$ cat config.mk
export PLATFORM = sky130hd
export DESIGN_NAME = filtered_multicast_drop_oldest_queues_top
export DESIGN_NICKNAME = d
export VERILOG_FILES = /design/src/rtl/fmdq_pkg.sv /design/src/rtl/filtered_multicast_drop_oldest_queues_top.sv
export SDC_FILE = /design/constraint.sdc
export NUM_CORES = 2
export LEC_CHECK = 0
export BUFFER_PORTS_ARGS = -buffer_cell sky130_fd_sc_hd__buf_2
export CORE_UTILIZATION = 45
export CTS_BUF_LIST = sky130_fd_sc_hd__clkbuf_8
export CTS_CLUSTER_SIZE = 8
export DETAILED_ROUTE_END_ITERATION = 8
export GPL_ROUTABILITY_DRIVEN = 0
export HOLD_SLACK_MARGIN = 0.02
export MAX_ROUTING_LAYER = met4
export PLACE_DENSITY = 0.63
export SLEW_MARGIN = 20
export SYNTH_ARGS = -nofsm -noshare
export SYNTH_HDL_FRONTEND = slang
export SYNTH_SLANG_ARGS = --single-unit
$ cat constraint.sdc
create_clock -name clk_i -period 7.5 [get_ports clk_i]
set_input_delay 1.5 -clock clk_i [delete_from_list [all_inputs] [get_ports clk_i]]
set_output_delay 1.5 -clock clk_i [all_outputs]
set_load 0.03 [all_outputs]
$ cat src/rtl/fmdq_pkg.sv
// ----------------------------------------------------------------------------
// fmdq_pkg
// Shared types and constants for the filtered multicast packet queues.
// ----------------------------------------------------------------------------
`default_nettype none

package fmdq_pkg;

  typedef enum logic [2:0] {
    ACT_DISPATCH = 3'd0,
    ACT_FETCH    = 3'd1,
    ACT_CLEAR    = 3'd2,
    ACT_FILTER   = 3'd3,
    ACT_LIMIT    = 3'd4,
    ACT_RSVD5    = 3'd5,
    ACT_RSVD6    = 3'd6,
    ACT_RSVD7    = 3'd7
  } act_e;

  typedef enum logic [1:0] {
    ST_IDLE,
    ST_EXEC,
    ST_DONE
  } st_e;

  // Message id entries also match on the low half of the id.
  localparam logic [31:0] MSG_LOW_MASK = 32'h0000_FFFF;
  // Result masks only show the first few clients.
  localparam int unsigned MASK_BITS = 4;

  typedef struct packed {
    act_e        action;
    logic [1:0]  client;
    logic [7:0]  category;
    logic [31:0] msg_id;
    logic [15:0] packet_handle;
    logic        pass_all;
    logic        entry_kind;
    logic [1:0]  entry_index;
    logic [31:0] entry_value;
    logic        entry_enable;
    logic [4:0]  new_limit;
  } item_t;

endpackage

`default_nettype wire

$ cat src/rtl/filtered_multicast_drop_oldest_queues_top.sv
// ----------------------------------------------------------------------------
// filtered_multicast_drop_oldest_queues_top
// Per-client filtered descriptor queues with drop-oldest overflow.
// ----------------------------------------------------------------------------
// One item is taken at a time. Fetch, clear, filter write, limit set and the
// unused codes go from transfer to result through accept, execute and result
// load. A dispatch repeats the execute step for every client: the per-client
// record memory (head, fill, counters) has one read and one write port, so
// the dispatch sweeps the clients one per cycle, reading the next record
// while writing back the current one, and each matching client appends one
// descriptor through the single write port of the queue store. A result
// waits in the output register until taken; the next item is accepted once
// the result has been loaded there. No clearing pass is needed after reset.
`default_nettype none

module filtered_multicast_drop_oldest_queues_top #(
  parameter int unsigned NUM_CLIENTS    = 4,
  parameter int unsigned RING_DEPTH     = 16,
  parameter int unsigned FILTER_ENTRIES = 4,
  parameter int unsigned HANDLE_BITS    = 16
) (
  input  wire logic        clk_i,
  input  wire logic        rst_ni,

  input  wire logic        in_valid_i,
  output logic             in_ready_o,
  input  wire logic [2:0]  action_i,
  input  wire logic [1:0]  client_i,
  input  wire logic [7:0]  category_i,
  input  wire logic [31:0] msg_id_i,
  input  wire logic [15:0] packet_handle_i,
  input  wire logic        pass_all_i,
  input  wire logic        entry_kind_i,
  input  wire logic [1:0]  entry_index_i,
  input  wire logic [31:0] entry_value_i,
  input  wire logic        entry_enable_i,
  input  wire logic [4:0]  new_limit_i,

  output logic             out_valid_o,
  input  wire logic        out_ready_i,
  output logic [3:0]       match_mask_o,
  output logic [3:0]       drop_mask_o,
  output logic             fetch_valid_o,
  output logic [15:0]      fetched_handle_o,
  output logic [4:0]       queue_fill_o,
  output logic [31:0]      received_total_o,
  output logic [31:0]      dropped_total_o
);

  localparam int unsigned CW = (NUM_CLIENTS > 1) ? $clog2(NUM_CLIENTS) : 1;
  localparam int unsigned HW = $clog2(RING_DEPTH);
  localparam int unsigned NW = $clog2(RING_DEPTH + 1);
  localparam int unsigned SD = NUM_CLIENTS * RING_DEPTH;
  localparam int unsigned AW = $clog2(SD);

  typedef struct packed {
    logic [HW-1:0] head;
    logic [NW-1:0] cnt;
    logic [31:0]   rx;
    logic [31:0]   dr;
  } rec_t;

  // state and item
  fmdq_pkg::st_e   state_q, state_d;
  fmdq_pkg::item_t item_q;
  logic [CW-1:0]   ptr_q, ptr_d;
  logic            accept;

  // memories
  logic [HANDLE_BITS-1:0] st_mem [SD];
  logic [HANDLE_BITS-1:0] st_rdata_q;
  logic                   st_we, st_re;
  logic [AW-1:0]          st_waddr, st_raddr;
  logic [HANDLE_BITS-1:0] st_wdata;

  rec_t                   rec_mem [NUM_CLIENTS];
  rec_t                   rec_rdata_q;
  logic                   rec_rd_vld_q;
  logic [NUM_CLIENTS-1:0] rec_vld_q;
  logic                   rec_we, rec_re;
  logic [CW-1:0]          rec_raddr;
  rec_t                   rec_wdata;

  // filters and limits
  logic [NW-1:0] lim_q   [NUM_CLIENTS];
  logic          all_q   [NUM_CLIENTS];
  logic          cat_vld_q [NUM_CLIENTS][FILTER_ENTRIES];
  logic [7:0]    cat_val_q [NUM_CLIENTS][FILTER_ENTRIES];
  logic          mid_vld_q [NUM_CLIENTS][FILTER_ENTRIES];
  logic [31:0]   mid_val_q [NUM_CLIENTS][FILTER_ENTRIES];

  // step results
  logic [3:0]    mmask_q, mmask_d, dmask_q, dmask_d;
  logic          fvalid_q, fvalid_d;
  logic [NW-1:0] sfill_q, sfill_d;
  logic [31:0]   srx_q, srx_d, sdr_q, sdr_d;

  // output register
  logic          out_valid_q, out_load;
  logic [3:0]    out_mmask_q, out_dmask_q;
  logic          out_fvalid_q;
  logic [15:0]   out_handle_q;
  logic [NW-1:0] out_fill_q;
  logic [31:0]   out_rx_q, out_dr_q;

  // execute-stage helpers
  logic          ok;
  logic          last;
  logic          hit;
  logic          do_drop;
  rec_t          rec_cur, rec_new;
  logic [HW:0]   tail_sum;
  logic [HW-1:0] tail;
  logic [31:0]   mid_low;
  logic [NW-1:0] lim_set;

  assign accept     = in_valid_i && in_ready_o;
  assign in_ready_o = (state_q == fmdq_pkg::ST_IDLE);
  assign ok         = (32'(item_q.client) < NUM_CLIENTS);
  assign last       = (ptr_q == CW'(NUM_CLIENTS - 1));
  assign rec_cur    = rec_rd_vld_q ? rec_rdata_q : '0;
  assign mid_low    = item_q.msg_id & fmdq_pkg::MSG_LOW_MASK;

  // filter match for the client under ptr_q
  always_comb begin
    hit = all_q[ptr_q];
    for (int e = 0; e < FILTER_ENTRIES; e++) begin
      if (cat_vld_q[ptr_q][e] && cat_val_q[ptr_q][e] == item_q.category) hit = 1'b1;
      if (mid_vld_q[ptr_q][e] &&
          (mid_val_q[ptr_q][e] == item_q.msg_id || mid_val_q[ptr_q][e] == mid_low))
        hit = 1'b1;
    end
  end

  always_comb begin
    if (item_q.new_limit == '0) begin
      lim_set = NW'(1);
    end else if (32'(item_q.new_limit) > RING_DEPTH) begin
      lim_set = NW'(RING_DEPTH);
    end else begin
      lim_set = NW'(item_q.new_limit);
    end
  end

  // read-modify-write of the client record, queue store access
  always_comb begin
    rec_new  = rec_cur;
    do_drop  = 1'b0;
    st_we    = 1'b0;
    st_re    = 1'b0;
    st_raddr = AW'(ptr_q * RING_DEPTH) + AW'(rec_cur.head);
    rec_we   = 1'b0;
    mmask_d  = mmask_q;
    dmask_d  = dmask_q;
    fvalid_d = fvalid_q;
    sfill_d  = sfill_q;
    srx_d    = srx_q;
    sdr_d    = sdr_q;

    // drop-oldest and tail for a dispatch append
    if (rec_cur.cnt >= lim_q[ptr_q] && rec_cur.cnt != '0) do_drop = 1'b1;
    if (do_drop) begin
      rec_new.head = (rec_cur.head == HW'(RING_DEPTH - 1)) ? '0 : rec_cur.head + 1'b1;
      rec_new.cnt  = rec_cur.cnt - 1'b1;
      rec_new.dr   = rec_cur.dr + 32'd1;
    end
    tail_sum = (HW + 1)'(rec_new.head) + (HW + 1)'(rec_new.cnt);
    tail     = (32'(tail_sum) >= RING_DEPTH) ? HW'(tail_sum - (HW + 1)'(RING_DEPTH))
                                             : HW'(tail_sum);
    st_waddr = AW'(ptr_q * RING_DEPTH) + AW'(tail);
    st_wdata = HANDLE_BITS'(item_q.packet_handle);

    if (state_q == fmdq_pkg::ST_EXEC) begin
      if (item_q.action == fmdq_pkg::ACT_DISPATCH) begin
        if (hit) begin
          rec_new.cnt = rec_new.cnt + 1'b1;
          rec_new.rx  = rec_cur.rx + 32'd1;
          st_we       = 1'b1;
          rec_we      = 1'b1;
          for (int b = 0; b < fmdq_pkg::MASK_BITS; b++) begin
            if (32'(ptr_q) == b) begin
              mmask_d[b] = 1'b1;
              dmask_d[b] = do_drop;
            end
          end
        end else begin
          rec_new = rec_cur;
        end
        if (ok && ptr_q == CW'(item_q.client)) begin
          sfill_d = rec_new.cnt;
          srx_d   = rec_new.rx;
          sdr_d   = rec_new.dr;
        end
      end else begin
        rec_new = rec_cur;
        if (ok) begin
          unique case (item_q.action)
            fmdq_pkg::ACT_FETCH: begin
              if (rec_cur.cnt != '0) begin
                st_re        = 1'b1;
                fvalid_d     = 1'b1;
                rec_new.head = (rec_cur.head == HW'(RING_DEPTH - 1)) ? '0
                                                                     : rec_cur.head + 1'b1;
                rec_new.cnt  = rec_cur.cnt - 1'b1;
                rec_we       = 1'b1;
              end
            end
            fmdq_pkg::ACT_CLEAR: begin
              rec_new.cnt = '0;
              rec_we      = 1'b1;
            end
            default: ;
          endcase
          sfill_d = rec_new.cnt;
          srx_d   = rec_new.rx;
          sdr_d   = rec_new.dr;
        end
      end
    end
    rec_wdata = rec_new;
  end

  // next state and record read port
  always_comb begin
    state_d   = state_q;
    ptr_d     = ptr_q;
    rec_re    = 1'b0;
    rec_raddr = ptr_q + 1'b1;
    out_load  = 1'b0;
    unique case (state_q)
      fmdq_pkg::ST_IDLE: begin
        if (accept) begin
          ptr_d     = (fmdq_pkg::act_e'(action_i) == fmdq_pkg::ACT_DISPATCH) ? '0
                                                                             : CW'(client_i);
          rec_raddr = ptr_d;
          rec_re    = 1'b1;
          state_d   = fmdq_pkg::ST_EXEC;
        end
      end
      fmdq_pkg::ST_EXEC: begin
        if (item_q.action == fmdq_pkg::ACT_DISPATCH && !last) begin
          ptr_d  = ptr_q + 1'b1;
          rec_re = 1'b1;
        end else begin
          state_d = fmdq_pkg::ST_DONE;
        end
      end
      fmdq_pkg::ST_DONE: begin
        if (!out_valid_q || out_ready_i) begin
          out_load = 1'b1;
          state_d  = fmdq_pkg::ST_IDLE;
        end
      end
      default: state_d = fmdq_pkg::ST_IDLE;
    endcase
  end

  always_ff @(posedge clk_i or negedge rst_ni) begin
    if (!rst_ni) begin
      state_q <= fmdq_pkg::ST_IDLE;
      ptr_q   <= '0;
    end else begin
      state_q <= state_d;
      ptr_q   <= ptr_d;
    end
  end

  always_ff @(posedge clk_i) begin
    if (accept) begin
      item_q.action        <= fmdq_pkg::act_e'(action_i);
      item_q.client        <= client_i;
      item_q.category      <= category_i;
      item_q.msg_id        <= msg_id_i;
      item_q.packet_handle <= packet_handle_i;
      item_q.pass_all      <= pass_all_i;
      item_q.entry_kind    <= entry_kind_i;
      item_q.entry_index   <= entry_index_i;
      item_q.entry_value   <= entry_value_i;
      item_q.entry_enable  <= entry_enable_i;
      item_q.new_limit     <= new_limit_i;
      mmask_q  <= '0;
      dmask_q  <= '0;
      fvalid_q <= 1'b0;
      sfill_q  <= '0;
      srx_q    <= '0;
      sdr_q    <= '0;
    end else begin
      mmask_q  <= mmask_d;
      dmask_q  <= dmask_d;
      fvalid_q <= fvalid_d;
      sfill_q  <= sfill_d;
      srx_q    <= srx_d;
      sdr_q    <= sdr_d;
    end
  end

  // queue store
  always_ff @(posedge clk_i) begin
    if (st_we) st_mem[st_waddr] <= st_wdata;
    if (st_re) st_rdata_q <= st_mem[st_raddr];
  end

  // client records; a never-written record reads as zero
  always_ff @(posedge clk_i) begin
    if (rec_we) rec_mem[ptr_q] <= rec_wdata;
    if (rec_re) rec_rdata_q <= rec_mem[rec_raddr];
  end

  always_ff @(posedge clk_i or negedge rst_ni) begin
    if (!rst_ni) begin
      rec_vld_q    <= '0;
      rec_rd_vld_q <= 1'b0;
    end else begin
      if (rec_we) rec_vld_q[ptr_q] <= 1'b1;
      if (rec_re) rec_rd_vld_q <= rec_vld_q[rec_raddr];
    end
  end

  // filter flags and limits
  always_ff @(posedge clk_i or negedge rst_ni) begin
    if (!rst_ni) begin
      for (int c = 0; c < NUM_CLIENTS; c++) begin
        lim_q[c] <= NW'(RING_DEPTH);
        all_q[c] <= 1'b0;
        for (int e = 0; e < FILTER_ENTRIES; e++) begin
          cat_vld_q[c][e] <= 1'b0;
          mid_vld_q[c][e] <= 1'b0;
        end
      end
    end else if (state_q == fmdq_pkg::ST_EXEC && ok) begin
      if (item_q.action == fmdq_pkg::ACT_LIMIT) lim_q[ptr_q] <= lim_set;
      if (item_q.action == fmdq_pkg::ACT_FILTER) begin
        all_q[ptr_q] <= item_q.pass_all;
        for (int e = 0; e < FILTER_ENTRIES; e++) begin
          if (32'(item_q.entry_index) == e) begin
            if (item_q.entry_kind) mid_vld_q[ptr_q][e] <= item_q.entry_enable;
            else                   cat_vld_q[ptr_q][e] <= item_q.entry_enable;
          end
        end
      end
    end
  end

  always_ff @(posedge clk_i) begin
    if (state_q == fmdq_pkg::ST_EXEC && ok && item_q.action == fmdq_pkg::ACT_FILTER) begin
      for (int e = 0; e < FILTER_ENTRIES; e++) begin
        if (32'(item_q.entry_index) == e) begin
          if (item_q.entry_kind) mid_val_q[ptr_q][e] <= item_q.entry_value;
          else                   cat_val_q[ptr_q][e] <= item_q.entry_value[7:0];
        end
      end
    end
  end

  // output register
  always_ff @(posedge clk_i or negedge rst_ni) begin
    if (!rst_ni) begin
      out_valid_q <= 1'b0;
    end else if (out_load) begin
      out_valid_q <= 1'b1;
    end else if (out_ready_i) begin
      out_valid_q <= 1'b0;
    end
  end

  always_ff @(posedge clk_i) begin
    if (out_load) begin
      out_mmask_q  <= mmask_q;
      out_dmask_q  <= dmask_q;
      out_fvalid_q <= fvalid_q;
      out_handle_q <= fvalid_q ? 16'(st_rdata_q) : '0;
      out_fill_q   <= sfill_q;
      out_rx_q     <= srx_q;
      out_dr_q     <= sdr_q;
    end
  end

  assign out_valid_o      = out_valid_q;
  assign match_mask_o     = out_mmask_q;
  assign drop_mask_o      = out_dmask_q;
  assign fetch_valid_o    = out_fvalid_q;
  assign fetched_handle_o = out_handle_q;
  assign queue_fill_o     = 5'(out_fill_q);
  assign received_total_o = out_rx_q;
  assign dropped_total_o  = out_dr_q;

  // assertions
  a_drop_implies_match: assert property (@(posedge clk_i) disable iff (!rst_ni)
    out_valid_o |-> ((drop_mask_o & ~match_mask_o) == 4'd0))
    else $error("drop reported for a client that did not take the packet");

  a_fill_bounded: assert property (@(posedge clk_i) disable iff (!rst_ni)
    rec_we |-> (32'(rec_wdata.cnt) <= RING_DEPTH))
    else $error("queue fill written above depth");

  a_store_write_dispatch: assert property (@(posedge clk_i) disable iff (!rst_ni)
    st_we |-> (state_q == fmdq_pkg::ST_EXEC && item_q.action == fmdq_pkg::ACT_DISPATCH))
    else $error("queue store written outside a dispatch");

  a_fetch_no_masks: assert property (@(posedge clk_i) disable iff (!rst_ni)
    (out_valid_o && fetch_valid_o) |-> (match_mask_o == 4'd0 && drop_mask_o == 4'd0))
    else $error("fetch result carries dispatch masks");

  a_sweep_in_range: assert property (@(posedge clk_i) disable iff (!rst_ni)
    (state_q == fmdq_pkg::ST_EXEC && item_q.action == fmdq_pkg::ACT_DISPATCH)
      |-> (32'(ptr_q) < NUM_CLIENTS))
    else $error("dispatch sweep pointer past the last client");

endmodule

`default_nettype wire
# [Word level (Yosys, flattened, before mapping)]
# Memory sizes are Yosys's and may differ from the RTL's. A register that Yosys moved wholly into a read port is not among the register bits.
# Index checks and enable logic that the tools add are counted.
[classes] n_addsub=10 magnitude_cmp=8 n_eq_ne=31 mux=153 n_bitwise=3 reduce_logical=40
[op_table] op="16-bit two-way mux" count=28
[op_table] op="73-bit two-way mux" count=3
[op_table] op="32-bit two-way mux" count=6
[op_table] op="16-bit bitwise mux" count=8
[op_table] op="32-bit by 16-bit equality test with 1-bit output" count=4
[op_table] op="32-bit equality test" count=4
[op_table] op="32-bit by 1-bit adder with 32-bit output (second input constant)" count=2
[op_table] op="1-bit two-way mux" count=60
[op_table] op="37-bit two-way mux" count=1
[op_table] op="4-bit two-way mux" count=9
[op_table] op="5-bit two-way mux" count=7
[op_table] op="4-bit demux with 2-bit select" count=4
[op_table] op="8-bit equality test" count=4
[op_table] op="20-bit bitwise mux" count=1
[op_table] op="4-bit AND reduction" count=5
[op_table] op="2-bit two-way mux" count=9
[op_table] op="9-bit two-way mux" count=2
[op_table] op="4-bit binary-select mux with 2-bit select" count=2
[op_table] op="1-bit logical AND" count=14
[op_table] op="6-bit by 4-bit adder with 6-bit output" count=2
[op_table] op="5-bit binary-select mux with 2-bit select" count=1
[op_table] op="5-bit demux with 2-bit select" count=1
[op_table] op="2-bit equality test (second input constant)" count=5
[op_table] op="5-bit one-hot mux with 2 select lines" count=1
[op_table] op="40 further kinds" count=62
[word_totals] ff_bits=341 mem_bits_rw=1956 input_bits=107 out_inout_bits=96 elab_cells=324 mem_count=4
[mem_list] name="st_mem" words=64 width=16 rd=1 rd_clocked_by_memory_dff=1 wr=1 line_no="filtered_multicast_drop_oldest_queues_top.sv:70" text="logic [HANDLE_BITS-1:0] st_mem [SD];"
[mem_list] name="mid_val_q" words=4 width=128 rd=1 rd_clocked_by_memory_dff=0 wr=1 line_no="filtered_multicast_drop_oldest_queues_top.sv:90" text="logic [31:0] mid_val_q [NUM_CLIENTS][FILTER_ENTRIES];"
[mem_list] name="rec_mem" words=4 width=73 rd=1 rd_clocked_by_memory_dff=1 wr=1 line_no="filtered_multicast_drop_oldest_queues_top.sv:76" text="rec_t rec_mem [NUM_CLIENTS];"
[mem_list] name="cat_val_q" words=4 width=32 rd=1 rd_clocked_by_memory_dff=0 wr=1 line_no="filtered_multicast_drop_oldest_queues_top.sv:88" text="logic [7:0] cat_val_q [NUM_CLIENTS][FILTER_ENTRIES];"

# [Longest topological paths before layout]
[depth] depth_word=23 depth_mapped=24 mapped_depth_nobuf=17

# [Worst setup path after synthesis]
# OpenSTA, ideal clock, no wires.
[synth_path] kind="reg2reg" start="register ptr_q[0]" end="memory rec_mem[0][0] (netlist name), enable pin" setup_ps=505 arrival_ps=6236 t_required_ps=6995 path_slack_ps=759 stages_incl_launch_ff=15 path_buffers=4 period_less_slack_ps=6741 cell_sequence="dfrtp_1 buf_6 buf_6 buf_6 mux4_2 xnor2_1 nand2_1 a2111oi_2 nand4_1 o22ai_2 nor3_2 buf_4 a2111oi_2 nor2_1 nor2_1"
[synth_between] elab_chain_cells=18 elab_cells_between_ends=49 cone_classes="eq/ne (12); mux (22); bitwise (1); reduce/logical (12); memory (2)"
[synth_lines] item="start: declaration" line_no="filtered_multicast_drop_oldest_queues_top.sv:66" text="logic [CW-1:0] ptr_q, ptr_d;"
[synth_lines] item="start signal: assignment" line_no="filtered_multicast_drop_oldest_queues_top.sv:264" text="ptr_q <= ptr_d;"
[synth_lines] item="parallel branches: the longest is 18 deep, another holds memory read 4 x 128 bit"
[synth_lines] item="end: declaration" line_no="filtered_multicast_drop_oldest_queues_top.sv:76"
# Parallel ways; which one is timed is not known. The select of a mux whose other input is x is not followed.

# [Final worst setup path]
[layout_path] start="register ptr_q[0]" end="memory st_mem[41][12], enable pin"
[layout_between] elab_chain_cells=18 elab_cells_between_ends=61 cone_classes="add/sub (3); order compare (2); eq/ne (12); mux (28); bitwise (1); reduce/logical (13); memory (2)"
[layout_lines] item="parallel branches: the longest is 18 deep, another holds 6-bit by 4-bit adder with 6-bit output"
[layout_lines] item="end: declaration" line_no="filtered_multicast_drop_oldest_queues_top.sv:70"
# Parallel ways; which one is timed is not known. The select of a mux whose other input is x is not followed.

==> flow_metrics.env <==
export IMPL_cp_slowest_cell="nand4_1"
export IMPL_synth_edff_count=2242
export IMPL_final_common_cell="edfxtp_1"
export IMPL_ant_nets=0
export IMPL_clockRootBuffer="clkbuf_8"
export IMPL_finClkSkew_ns=0.102
export IMPL_finalCritPeriodShare_pct=84.9
export IMPL_outcome="complete, no violations"
export IMPL_place_inst=8512
export IMPL_setup_viol=0
export IMPL_cp_cell_sequence="mux4_2 > ha_1 > nand2b_1 > a21o_1 > a21oi_1 > o21a_1 > nor2_1 > buf_4 > a21oi_1 > inv_1 > ha_1 > nand2_1 > o21ai_0 > xor2_1 > nand4_1 > nor2_1 > buf_4"
export IMPL_layout_nets=6237
export IMPL_internal_power_mw=25.4
export IMPL_final_max_slew_viol_count=0
export IMPL_start_util_pct=45.4
export IMPL_yosys_warnings=0
export IMPL_setup_worst_path_class="reg -> reg"
export IMPL_hold_depth=0
export IMPL_cts_reportedPaths_clkPinSlew_ns=0.06
export IMPL_seq_area_frac_synth_pct=73.9
export IMPL_wirelength_um=240000
export IMPL_rows=168
export IMPL_routedWlPerCell_um=26.0
export IMPL_die_y_um=463
export IMPL_tightest_slew_ns=1.11
export IMPL_grtUsageTotal_pct=22.9
export IMPL_core_um2=210000
export IMPL_p_leak_nw=35.4
export IMPL_final_min_clock_period_ns=6.37
export IMPL_regArea_um2=70600
export IMPL_ctsResizeCount=0
export IMPL_grt_max_degree=149
export IMPL_avgSynthCellArea_um2=16.8
export IMPL_first_pass_iters=7
export IMPL_ys_ff_latch=2386
export IMPL_fillers=17226
export IMPL_post_cts_buffers=0
export IMPL_grt_overflow=0
export IMPL_pwr_share_comb_pct=29.7
export IMPL_share_seq_of_total_power_pct=44.2
export IMPL_vias=53455
export IMPL_relSlewSlack_pct=25.5
export IMPL_max_freq_ghz=0.157
export IMPL_port_buffers=202
export IMPL_grt_first_pass_wirelength_um=353000
export IMPL_final_cell_mix="edfxtp_1 (2242), nand2_1 (660), clkbuf_8 (420), mux4_2 (345), xnor2_1 (223)"
export IMPL_syn_num_nets=5798
export IMPL_hold_buffers=0
export IMPL_synthArstFlopShare_pct=2.77
export IMPL_drive_gt1_share_pct=20.3
export IMPL_drtIter0Drc=6174
export IMPL_die_area_um2=214000
export IMPL_switching_share_pct=34.9
export IMPL_crit_arrival_ns=7.07
export IMPL_netlist_area_um2=95500
export IMPL_cap_violations=0
export IMPL_cp_end_kind="flip-flop"
export IMPL_multi_input_area_um2=23600
export IMPL_numCtsBuffers=399
export IMPL_cts_tree="built"
export IMPL_hpwl_um=145000
export IMPL_via_per_inst=5.81
export IMPL_synth_top_cell_by_area="edfxtp_1"
export IMPL_finalHoldViolCount=0
export IMPL_synthTopCellsByArea="edfxtp_1 (71%), mux4_2 (8.1%), nand2_1 (2.6%)"
export IMPL_fin_tns_setup_ns=0
export IMPL_cp_max_fo=41
export IMPL_clk_latency_ns=1.10
export IMPL_io_pins=203
export IMPL_critPathLaunchType="flip-flop"
export IMPL_powerDensity_nw_per_um2=364
export IMPL_synth_main_ff_cell="edfxtp_1"
export IMPL_crit_required_ns=8.21
export IMPL_grt_pass1_vias=52658
export IMPL_cts_path_max_buffers=4
export IMPL_fp_dieW_um=463
export IMPL_drc=0
export IMPL_max_stage_delay_ns=0.83
export IMPL_synth_cell_type_count=83
export IMPL_ir_drop_mv=0.423
export IMPL_clock_sinks=2386
export IMPL_h_tree_depth=5
export IMPL_netlist_area_leader_share_pct=70.5
export IMPL_hp_class="reg -> reg"
export IMPL_worstRegToRegCells=17
export IMPL_switching_power_mw=13.6
export IMPL_synth_cells=5673
export IMPL_antenna_found_initial=6
export IMPL_pwr_share_clk_pct=26.1
export IMPL_rsz0062_at_grt="no"
export IMPL_area_growth_pct=12.3
export IMPL_final_cells=9203
## final cells by class
class / count / share of cell area, %
antenna: 6 / 0.0140
clock buffer: 420 / 5.39
clock inverter: 261 / 1.04
inverter: 52 / 0.188
multi-input combinational: 2903 / 22.0
sequential: 2386 / 65.8
tap: 2805 / 3.27
timing repair buffer: 370 / 2.33
## state kept, by name, indices dropped and copies added, names as in the netlist, 5 cells and up
register,count
rec_rdata_q,73
mid_vld_q,16
sdr_q,32
received_total_o,32
cat_val_q,128
st_mem,1024
queue_fill_o,5
cat_vld_q,16
rec_mem,292
sfill_q,5
lim_q,20
fetched_handle_o,16
dropped_total_o,32
srx_q,32
mid_val_q,512
st_rdata_q,16
st_wdata,16
item_q,87
## final timing paths
| kind | slack [ns] | startpoint | end |
|---|---|---|---|
| worst min-delay path | 0.43 | srx_q[11]$_SDFFE_PP0P_ | received_total_o[11]$_DFFE_PP_ |
| worst max register to register | 1.13 | ptr_q[0]$_DFFE_PN0P_ | st_mem[41][12]$_DFFE_PP_ |
| min in group asynchronous | 0.50 | rst_ni | mid_vld_q[10]$_DFFE_PN0P_ |
| worst max-delay path | 1.13 | ptr_q[0]$_DFFE_PN0P_ | st_mem[41][12]$_DFFE_PP_ |
| max in group asynchronous | 6.18 | rst_ni | rec_rd_vld_q$_DFFE_PN0P_ |
| worst min register to register | 0.43 | srx_q[11]$_SDFFE_PP0P_ | received_total_o[11]$_DFFE_PP_ |
## power by group through the flow
stage | logic [mW] | registers, mW | clock network [mW]
5_1_grt | 12.4 | 17.3 | 11.0
6_report | 11.6 | 17.2 | 10.2
2_1_floorplan | 7.33 | 17.5 | 0
3_5_place_dp | 11.5 | 17.5 | 0
4_1_cts | 11.5 | 17.2 | 10.4
3_3_place_gp | 11.3 | 17.5 | 0
## routing by layer
| layer | share of wire [%] | track usage, % | vias to the layer above |
|---|---|---|---|
| li1 | - | - | 23125 |
| met1 | 43 | 32.7 | 27540 |
| met2 | 45 | 32.8 | 2372 |
| met3 | 8.7 | 4.46 | 418 |
| met4 | 3.2 | 7.97 | 0 |
| met5 | 0 | - | - |
## cell usage after synthesis, types with 57 or more instances
cell         n
nor3_1      62
mux4_2     345
nor4_1      62
dfxtp_1     78
a21oi_1    175
a31oi_1     82
xnor2_1    223
nand3_1     77
a211oi_1   107
and2_1     107
clkbuf_1   212
nand2_1    665
xor2_1      71
buf_1       57
mux2i_1    108
o21ai_0    170
dfrtp_1     62
nor2_1     194
edfxtp_1  2242
## through the flow
stage	hold slack (ns)	util, %	power [mW]	setup slack (ns)	area (µm²)
CTS	0.424	51.0	39.2	1.28	107000
finish	0.428	51.0	39.0	1.13	107000
global placement	0.412	47.7	28.8	1.19	100000
global route	0.438	51.0	40.7	0.893	107000
floorplan	0.403	-	24.8	0.759	95500
detailed placement	0.410	47.7	29.0	1.34	100000
## logic make-up (layout without fill, tap and decap cells)
| group | after synthesis | count (layout) | share of synthesized area, % |
|---|---|---|---|
| muxes | 501 | 501 | 9.84 |
| and+or+nand+nor | 1344 | 1344 | 6.53 |
| DFF | 2386 | 2386 | 73.9 |
| adders and majority gates | 18 | 18 | 0.244 |
| AOI/OAI and AO/OA | 745 | 745 | 5.08 |
| xor gates and xnor gates | 295 | 295 | 2.72 |
| buffers and inverters | 384 | 1103 | 1.70 |
| other | 0 | 6 | 0 |
## worst max-delay path: cells and delay by family (launching register included)
| family | cells | cell delay (ns) |
|---|---|---|
| buffers and inverters | 3 | 0.58 |
| XOR/XNOR | 1 | 0.54 |
| adder cells (fa/ha/maj) | 2 | 0.57 |
| AND/OR/NAND/NOR | 5 | 1.42 |
| AO/OA/AOI/OAI | 5 | 1.59 |
| multiplexers | 1 | 0.57 |
| flip-flops | 1 | 0.73 |
Power figures use the tool's default switching activity.
